`src/rtl/srld_pkg.sv`:
```
package srld_pkg;

    localparam int CFG_W     = 12;
    localparam int POS_W     = 13;
    localparam int LEN_W     = 9;
    localparam int REG_IDX_W = 3;

    localparam logic [7:0] LIT_TYPE = 8'hFF;
    localparam logic [2:0] LIT_CODE = 3'd7;

    typedef enum logic [REG_IDX_W-1:0] {
        REG_FORMAT  = 3'd0,
        REG_WIDTH   = 3'd1,
        REG_HEIGHT  = 3'd2,
        REG_LMARGIN = 3'd3,
        REG_TMARGIN = 3'd4
    } reg_idx_t;

    typedef enum logic [1:0] {
        FMT_RAW          = 2'd0,
        FMT_PAIR         = 2'd1,
        FMT_PACKED       = 2'd2,
        FMT_PACKED_CLAMP = 2'd3
    } fmt_t;

    typedef enum logic [1:0] {
        PH_HEADER  = 2'd0,
        PH_LENGTH  = 2'd1,
        PH_LITERAL = 2'd2,
        PH_SKIP    = 2'd3
    } phase_t;

    typedef struct packed {
        fmt_t             format_type;
        logic [CFG_W-1:0] sprite_height;
        logic [CFG_W-1:0] left_margin;
        logic [CFG_W-1:0] top_margin;
        logic [CFG_W-1:0] eff_width;
    } cfg_t;

    typedef struct packed {
        logic       first_byte;
        logic [7:0] data_byte;
    } in_item_t;

    typedef struct packed {
        logic             sprite_done;
        logic             row_done;
        logic [POS_W-1:0] row;
        logic [POS_W-1:0] column;
        logic [LEN_W-1:0] run_length;
        logic [7:0]       pixel_value;
    } result_t;

endpackage

```
`src/rtl/srld_cfg.sv`:
```
module srld_cfg #(
    parameter int MAX_WIDTH = 4096
) (
    input  logic                           aclk,
    input  logic                           aresetn,
    input  logic                           wr_en,
    input  logic [srld_pkg::REG_IDX_W-1:0] wr_index,
    input  logic [srld_pkg::CFG_W-1:0]     wr_data,
    output srld_pkg::cfg_t                 cfg
);
    import srld_pkg::*;

    localparam int WMAX = (1 << CFG_W) - 1;
    localparam int WCAP = (MAX_WIDTH > WMAX) ? WMAX : MAX_WIDTH;

    fmt_t             format_reg;
    logic [CFG_W-1:0] width_reg;
    logic [CFG_W-1:0] height_reg;
    logic [CFG_W-1:0] lmargin_reg;
    logic [CFG_W-1:0] tmargin_reg;

    always_ff @(posedge aclk) begin
        if (!aresetn) begin
            format_reg  <= FMT_RAW;
            width_reg   <= CFG_W'(1);
            height_reg  <= CFG_W'(1);
            lmargin_reg <= '0;
            tmargin_reg <= '0;
        end else if (wr_en) begin
            unique case (reg_idx_t'(wr_index))
                REG_FORMAT:  format_reg  <= fmt_t'(wr_data[1:0]);
                REG_WIDTH:   width_reg   <= wr_data;
                REG_HEIGHT:  height_reg  <= wr_data;
                REG_LMARGIN: lmargin_reg <= wr_data;
                REG_TMARGIN: tmargin_reg <= wr_data;
                default: ;
            endcase
        end
    end

    always_comb begin
        cfg.format_type   = format_reg;
        cfg.sprite_height = height_reg;
        cfg.left_margin   = lmargin_reg;
        cfg.top_margin    = tmargin_reg;
        cfg.eff_width     = (width_reg > CFG_W'(WCAP)) ? CFG_W'(WCAP) : width_reg;
    end

endmodule

```
`src/rtl/srld_in_reg.sv`:
```
module srld_in_reg (
    input  logic               aclk,
    input  logic               aresetn,
    input  logic               s_valid,
    output logic               s_ready,
    input  srld_pkg::in_item_t s_item,
    input  logic               step,
    output logic               item_valid,
    output srld_pkg::in_item_t item
);
    import srld_pkg::*;

    logic     valid_reg;
    in_item_t item_reg;

    // The slot frees in the same cycle that its item is decoded.
    assign s_ready    = !valid_reg || step;
    assign item_valid = valid_reg;
    assign item       = item_reg;

    always_ff @(posedge aclk) begin
        if (!aresetn) begin
            valid_reg <= 1'b0;
        end else if (s_valid && s_ready) begin
            valid_reg <= 1'b1;
        end else if (step) begin
            valid_reg <= 1'b0;
        end
    end

    always_ff @(posedge aclk) begin
        if (s_valid && s_ready) begin
            item_reg <= s_item;
        end
    end

endmodule

```
`src/rtl/srld_decode.sv`:
```
module srld_decode (
    input  logic               aclk,
    input  logic               aresetn,
    input  logic               step,
    input  srld_pkg::in_item_t item,
    input  srld_pkg::cfg_t     cfg,
    output logic               res_valid,
    output srld_pkg::result_t  res
);
    import srld_pkg::*;

    phase_t           phase_reg, phase_next;
    logic [7:0]       held_reg, held_next;
    logic [LEN_W-1:0] lit_reg, lit_next;
    logic [CFG_W-1:0] filled_reg, filled_next;
    logic [CFG_W-1:0] rowidx_reg, rowidx_next;

    // Position after a first_byte has cleared it, then the run placement.
    phase_t           ph;
    logic [7:0]       held;
    logic [LEN_W-1:0] lit;
    logic [CFG_W-1:0] filled;
    logic [CFG_W-1:0] rowidx;
    logic             emit_en;
    logic [7:0]       emit_val;
    logic [LEN_W-1:0] emit_len;
    logic [LEN_W-1:0] hdr_len;
    logic [CFG_W-1:0] left;
    logic [CFG_W:0]   total;
    logic             rdone;
    logic [CFG_W-1:0] rowidx_inc;
    logic [7:0]       b;

    always_comb begin
        b      = item.data_byte;
        ph     = item.first_byte ? PH_HEADER : phase_reg;
        held   = item.first_byte ? 8'd0 : held_reg;
        lit    = item.first_byte ? '0 : lit_reg;
        filled = item.first_byte ? '0 : filled_reg;
        rowidx = item.first_byte ? '0 : rowidx_reg;

        left = (cfg.eff_width > filled) ? (cfg.eff_width - filled) : CFG_W'(1);

        // Header length for the packed formats, clamped to the row in the clamp format.
        hdr_len = {4'd0, b[4:0]} + LEN_W'(1);
        if (cfg.format_type == FMT_PACKED_CLAMP && {3'd0, hdr_len} > left) begin
            hdr_len = left[LEN_W-1:0];
        end

        phase_next = ph;
        held_next  = held;
        lit_next   = lit;
        emit_en    = 1'b0;
        emit_val   = b;
        emit_len   = LEN_W'(1);

        if (rowidx >= cfg.sprite_height) begin
            emit_en = 1'b0;
        end else if (cfg.format_type == FMT_RAW) begin
            phase_next = PH_HEADER;
            emit_en    = 1'b1;
        end else if (ph == PH_SKIP) begin
            lit_next = lit - LEN_W'(1);
            if (lit_next == '0) begin
                phase_next = PH_HEADER;
            end
        end else if (ph == PH_LITERAL) begin
            emit_en  = 1'b1;
            lit_next = lit - LEN_W'(1);
        end else if (cfg.format_type == FMT_PAIR) begin
            if (ph == PH_LENGTH) begin
                if (held == LIT_TYPE) begin
                    lit_next   = {1'b0, b} + LEN_W'(1);
                    phase_next = PH_LITERAL;
                end else begin
                    phase_next = PH_HEADER;
                    emit_en    = 1'b1;
                    emit_val   = held;
                    emit_len   = {1'b0, b} + LEN_W'(1);
                end
            end else begin
                held_next  = b;
                phase_next = PH_LENGTH;
            end
        end else begin
            if (b[7:5] == LIT_CODE) begin
                lit_next   = hdr_len;
                phase_next = PH_LITERAL;
            end else begin
                phase_next = PH_HEADER;
                emit_en    = 1'b1;
                emit_val   = {5'd0, b[7:5]};
                emit_len   = hdr_len;
            end
        end

        total      = {1'b0, filled} + {4'd0, emit_len};
        rdone      = total >= {1'b0, cfg.eff_width};
        rowidx_inc = rowidx + CFG_W'(1);

        filled_next = filled;
        rowidx_next = rowidx;
        if (emit_en) begin
            if (rdone) begin
                filled_next = '0;
                rowidx_next = rowidx_inc;
            end else begin
                filled_next = total[CFG_W-1:0];
            end
        end

        // A literal that ends the row drops the rest of its segment.
        if (emit_en && ph == PH_LITERAL && cfg.format_type != FMT_RAW) begin
            if (lit_next == '0) begin
                phase_next = PH_HEADER;
            end else if (rdone) begin
                phase_next = PH_SKIP;
            end
        end

        res_valid       = emit_en;
        res.pixel_value = emit_val;
        res.run_length  = emit_len;
        res.column      = {1'b0, cfg.left_margin} + {1'b0, filled};
        res.row         = {1'b0, cfg.top_margin} + {1'b0, rowidx};
        res.row_done    = rdone;
        res.sprite_done = rdone && (rowidx_inc >= cfg.sprite_height);
    end

    always_ff @(posedge aclk) begin
        if (!aresetn) begin
            phase_reg  <= PH_HEADER;
            held_reg   <= 8'd0;
            lit_reg    <= '0;
            filled_reg <= '0;
            rowidx_reg <= '0;
        end else if (step) begin
            phase_reg  <= phase_next;
            held_reg   <= held_next;
            lit_reg    <= lit_next;
            filled_reg <= filled_next;
            rowidx_reg <= rowidx_next;
        end
    end

endmodule

```
`src/rtl/srld_out_reg.sv`:
```
module srld_out_reg (
    input  logic              aclk,
    input  logic              aresetn,
    input  logic              step,
    input  logic              res_valid,
    input  srld_pkg::result_t res,
    output logic              free,
    output logic              m_valid,
    input  logic              m_ready,
    output srld_pkg::result_t m_res
);
    import srld_pkg::*;

    logic    valid_reg;
    result_t res_reg;

    assign free    = !valid_reg || m_ready;
    assign m_valid = valid_reg;
    assign m_res   = res_reg;

    always_ff @(posedge aclk) begin
        if (!aresetn) begin
            valid_reg <= 1'b0;
        end else if (step) begin
            valid_reg <= res_valid;
        end else if (m_ready) begin
            valid_reg <= 1'b0;
        end
    end

    always_ff @(posedge aclk) begin
        if (step && res_valid) begin
            res_reg <= res;
        end
    end

endmodule

```
`src/rtl/sprite_rle_row_decoder.sv`:
```
// Channel  Direction  Transfer               Content
// s_       in         s_tvalid & s_tready    one encoded sprite byte
// m_       out        m_tvalid & m_tready    one placed pixel run
// cfg_     in         cfg_valid & cfg_ready  one register write
//
// One byte enters per cycle while m_ is not stalled; a byte waits in the input register
// until it is decoded, and its run (if any) is registered in the output register for m_.
// The row and parser counters update per decoded byte, so an unstalled rate is one byte per clock.
// Reset is synchronous on aresetn low and clears the valid, state and configuration registers to their defaults.
// A stalled m_ side holds one run; s_tready then drops once the input register is full.
module sprite_rle_row_decoder #(
    parameter int MAX_WIDTH = 4096
) (
    input  logic                           aclk,
    input  logic                           aresetn,

    input  logic                           s_tvalid,
    output logic                           s_tready,
    input  logic [7:0]                     s_tdata,   // [7:0] data_byte
    input  logic                           s_tuser,   // [0] first_byte

    output logic                           m_tvalid,
    input  logic                           m_tready,
    // [7:0] pixel_value, [16:8] run_length, [29:17] column, [42:30] row, [47:43] zero
    output logic [47:0]                    m_tdata,
    output logic                           m_tuser,   // [0] row_done
    output logic                           m_tlast,   // sprite_done

    input  logic                           cfg_valid,
    output logic                           cfg_ready,
    input  logic [srld_pkg::REG_IDX_W-1:0] cfg_index,
    input  logic [srld_pkg::CFG_W-1:0]     cfg_data
);
    import srld_pkg::*;

    cfg_t     cfg;
    in_item_t s_item;
    in_item_t item;
    logic     item_valid;
    logic     step;
    logic     out_free;
    logic     res_valid;
    result_t  res;
    result_t  m_res;

    assign cfg_ready = 1'b1;

    srld_cfg #(
        .MAX_WIDTH (MAX_WIDTH)
    ) u_cfg (
        .aclk     (aclk),
        .aresetn  (aresetn),
        .wr_en    (cfg_valid && cfg_ready),
        .wr_index (cfg_index),
        .wr_data  (cfg_data),
        .cfg      (cfg)
    );

    assign s_item.data_byte  = s_tdata;
    assign s_item.first_byte = s_tuser;

    srld_in_reg u_in (
        .aclk       (aclk),
        .aresetn    (aresetn),
        .s_valid    (s_tvalid),
        .s_ready    (s_tready),
        .s_item     (s_item),
        .step       (step),
        .item_valid (item_valid),
        .item       (item)
    );

    // Decode only when the result register can take whatever comes out.
    assign step = item_valid && out_free;

    srld_decode u_dec (
        .aclk      (aclk),
        .aresetn   (aresetn),
        .step      (step),
        .item      (item),
        .cfg       (cfg),
        .res_valid (res_valid),
        .res       (res)
    );

    srld_out_reg u_out (
        .aclk      (aclk),
        .aresetn   (aresetn),
        .step      (step),
        .res_valid (res_valid),
        .res       (res),
        .free      (out_free),
        .m_valid   (m_tvalid),
        .m_ready   (m_tready),
        .m_res     (m_res)
    );

    assign m_tdata = {5'd0, m_res.row, m_res.column, m_res.run_length, m_res.pixel_value};
    assign m_tuser = m_res.row_done;
    assign m_tlast = m_res.sprite_done;

    a_sprite_ends_row: assert property (@(posedge aclk) disable iff (!aresetn)
        m_tvalid && m_tlast |-> m_tuser)
        else $error("sprite_done without row_done");

    a_run_nonzero: assert property (@(posedge aclk) disable iff (!aresetn)
        m_tvalid |-> m_res.run_length != '0)
        else $error("empty run on output");

    a_stall_cause: assert property (@(posedge aclk) disable iff (!aresetn)
        !s_tready |-> item_valid && m_tvalid && !m_tready)
        else $error("input stalled without output backpressure");

endmodule
```
`config.mk`:
```
export PLATFORM = sky130hd
export DESIGN_NAME = sprite_rle_row_decoder
export DESIGN_NICKNAME = d
export VERILOG_FILES = /design/src/rtl/srld_pkg.sv /design/src/rtl/srld_cfg.sv /design/src/rtl/srld_in_reg.sv /design/src/rtl/srld_decode.sv /design/src/rtl/srld_out_reg.sv /design/src/rtl/sprite_rle_row_decoder.sv
export SDC_FILE = /design/constraint.sdc
export NUM_CORES = 1
export LEC_CHECK = 0
export ABC_AREA = 1
export BUFFER_PORTS_ARGS = -buffer_cell sky130_fd_sc_hd__buf_2
export CAP_MARGIN = 20
export CELL_PAD_IN_SITES_DETAIL_PLACEMENT = 1
export CELL_PAD_IN_SITES_GLOBAL_PLACEMENT = 2
export CORE_MARGIN = 2
export CORE_UTILIZATION = 38
export DETAILED_ROUTE_END_ITERATION = 8
export PLACE_DENSITY = 0.94
export SKIP_CTS_REPAIR_TIMING = 1
export SYNTH_ARGS = -nofsm -noshare
export SYNTH_HDL_FRONTEND = slang
export SYNTH_SLANG_ARGS = --single-unit
```
`constraint.sdc`:
```
create_clock -name aclk -period 13.3 [get_ports aclk]
set_input_delay 1.995 -clock aclk [delete_from_list [all_inputs] [get_ports aclk]]
set_output_delay 1.995 -clock aclk [all_outputs]
set_load 0.1 [all_outputs]
```
==> flow_metrics.tcl <==
set metrics [dict create \
    fin_crit_sh_pct 57.3 \
    cp_slowest_stage_delay_ps 450 \
    crit_type "reg2reg" \
    cts-buffers-inserted 17 \
    wl_mm 31.3 \
    p_leak_nw 5.29 \
    crit_path_frequent_cell "nand2_1" \
    whs_ps 452 \
    grt_pass1_wl_mm 50.2 \
    cts_tree "done" \
    netlist_instances 1351 \
    synth_edf_count 54 \
    finalCriticalPeriod_ps 7620 \
    gp_congestion 0.871 \
    yosysSeqAreaShare_pct 34.7 \
    post-place-cells 1713 \
    r2r_start "u_in.item[8]" \
    synth_ff_type "dfxtp_1" \
    r2r_cells 44 \
    vias 9283 \
    fillers 3329 \
    clk_path_buf_depth 2 \
    critPathCaptureType "register" \
    startpoint "u_in.item[8]" \
    whs_path_depth 2 \
    cts_htree_levels 4 \
    slew_violations 0 \
    finalWorstSetupSlack_ps 5680 \
    dpl_worst_slack_ps 5620 \
    antenna_found_initial 0 \
    rr_endpoint "u_dec.rowidx_reg[3]" \
    largest_register_ffs 45 \
    gr-total-overflow 0 \
    ys_warn_count 0 \
    fin_tns_setup_ps 0 \
    clock-sinks 149 \
    diodes 0 \
    io_buffers 75 \
    worstHoldStart "u_cfg.lmargin_reg[3]" \
    wl_per_cell_um 17.9 \
    ys_ff_latch 149 \
    layout_commonest_cell "nand2_1" \
    relSlewSlack_pct 34.1 \
    cp_max_fo 26 \
    instances_no_fill 1745 \
    rows 59 \
    fmax_mhz 131 \
    reg2reg_slack_ps 5680 \
    core_area_mm2 0.0261 \
    dp_hpwl_mm 24.0 \
    max-vdd-ir-drop_v 0.0000840 \
    drc 0 \
    start_util_pct 38.9 \
    p_total_w 0.00156 \
    grt_pass1_vias 9426 \
    yosysUniqueCellTypes 56 \
    startpoint_type "register" \
    syn-cell-area_mm2 0.0102 \
    slowest_stage "fa_1" \
    hold_path_class "reg2reg" \
    nNetsFinal 1519 \
    cap_violations 0 \
    crit_required_ps 13660 \
    clk_pin_slew_worst_paths_ps 70 \
    ant_nets 0 \
    setup_viol 0 \
    clkLatencyLatePin_ps 430 \
    layout-drive-gt1-share_pct 11.7 \
    crit_arrival_ps 7980 \
    whs_endpoint "u_cfg.lmargin_reg[3]" \
    area_delta_synth_final_pct 11.9 \
    die_area_mm2 0.0281 \
    cts-root-buf "clkbuf_16" \
    grt_max_degree 64 \
    synth.avg_cell_area_um2 7.52 \
    p_per_area_mw_per_mm2 138 \
    first_iter_violations 416 \
    final_cell_mix "221 x nand2_1, 203 x inv_1, 160 x a21oi_1, 104 x o21ai_0, 96 x nor2_1" \
    pin_count 82 \
    rsz0062_at_grt "false" \
    track_usage_pct 22.6 \
    tightest_slew_ps 985 \
    dr.pass1.iters 7 \
    chipWidth_um 168 \
    status "finished, final reports clean" \
    vias_per_cell 5.32 \
    async_reset_ff_share_pct 0 \
    die_y_um 168 \
    finalHoldViolations 0 \
    fin_skew_ps 15.8 \
]
[power breakdown]
group	switching, W	internal [W]
sequential	0.0000181	0.000520
combinational	0.000399	0.000119
clock	0.000220	0.000289
total	0.000637	0.000927
[Yosys cell counts, types with 3 or more instances]
cell / n / area share [%]
nand2_4: 5 / 0.55
xnor2_1: 15 / 1.3
inv_1: 203 / 7.5
nor3_1: 15 / 0.74
nand3_1: 58 / 2.9
ha_1: 89 / 11
o21ai_0: 104 / 5.1
a22oi_1: 3 / 0.22
nand3b_1: 3 / 0.22
edfxtp_1: 54 / 16
o21bai_1: 10 / 0.74
o211ai_1: 21 / 1.6
fa_1: 4 / 0.79
nand4_1: 14 / 0.86
nor2_1: 97 / 3.6
clkbuf_1: 42 / 1.6
a31oi_1: 3 / 0.18
a221oi_1: 9 / 0.78
a21oi_1: 160 / 7.9
inv_2: 9 / 0.33
nor2_2: 5 / 0.31
and2_1: 3 / 0.18
dfxtp_1: 95 / 19
o221ai_1: 4 / 0.34
nand2_2: 11 / 0.68
buf_4: 8 / 0.59
nor2_4: 4 / 0.44
buf_2: 4 / 0.20
xor2_1: 36 / 3.1
nand3_4: 3 / 0.52
o21ai_1: 6 / 0.30
nand2_1: 222 / 8.2
[worst max-delay path by stage]
stage	end	slack (ps)	cells past startpoint
finish	u_dec.rowidx_reg[3]	5680	44
global route	u_dec.rowidx_reg[8]	4840	47
CTS	u_dec.rowidx_reg[3]	5580	45
detailed placement	u_dec.rowidx_reg[3]	5620	45
global placement	u_dec.rowidx_reg[8]	6000	45
floorplan	u_dec.rowidx_reg[1]	6560	46
[through the flow]
stage | utilization [%] | instance area [um2]
2_1_floorplan | - | 10200
3_3_place_gp | 41.2 | 10800
3_5_place_dp | 41.2 | 10800
4_1_cts | 43.5 | 11400
5_1_grt | 43.5 | 11400
6_report | 43.5 | 11400
[kinds of logic (layout without fill, tap and decap cells)]
| logic type | Yosys count | after routing | share of synthesized area (%) |
|---|---|---|---|
| buffers and inverters | 272 | 327 | 10.6 |
| and+or+nand+nor | 449 | 449 | 20.0 |
| xor gates and xnor gates | 51 | 51 | 4.39 |
| DFF | 149 | 149 | 34.7 |
| AOI/OAI and AO/OA | 335 | 335 | 18.5 |
| other | 2 | 6 | 0.0739 |
| adders and majority gates | 93 | 93 | 11.7 |
[layer usage]
layer  vias to the layer above  wire [um]  part of all wire, %  track usage, %
met2                       141      15300                   49            39.8
met1                      4519      14300                   46            28.7
li1                       4577          -                    -               -
met4                         0        732                  2.3            6.88
met3                        46        878                  2.8            3.24
met5                         -          0                    0               0
[critical path, delay by kind of cell, from the launching register on]
kind            cells  cell delay (ps)
simple gates       18             2550
fa+ha+maj           5             1710
compound gates     12             1710
buf+inv             9             1220
flops               1              330
[final cells by class]
cell class                 count  area, um2  area share, %
multi-input combinational    934       5590           49.1
sequential                   149       3520           31.0
inverter                     213        807           7.10
clock buffer                  19        443           3.89
timing repair buffer          82        428           3.76
tap                          335        419           3.69
clock inverter                13        165           1.45
No activity file was read; power rests on OpenSTA's default activity.
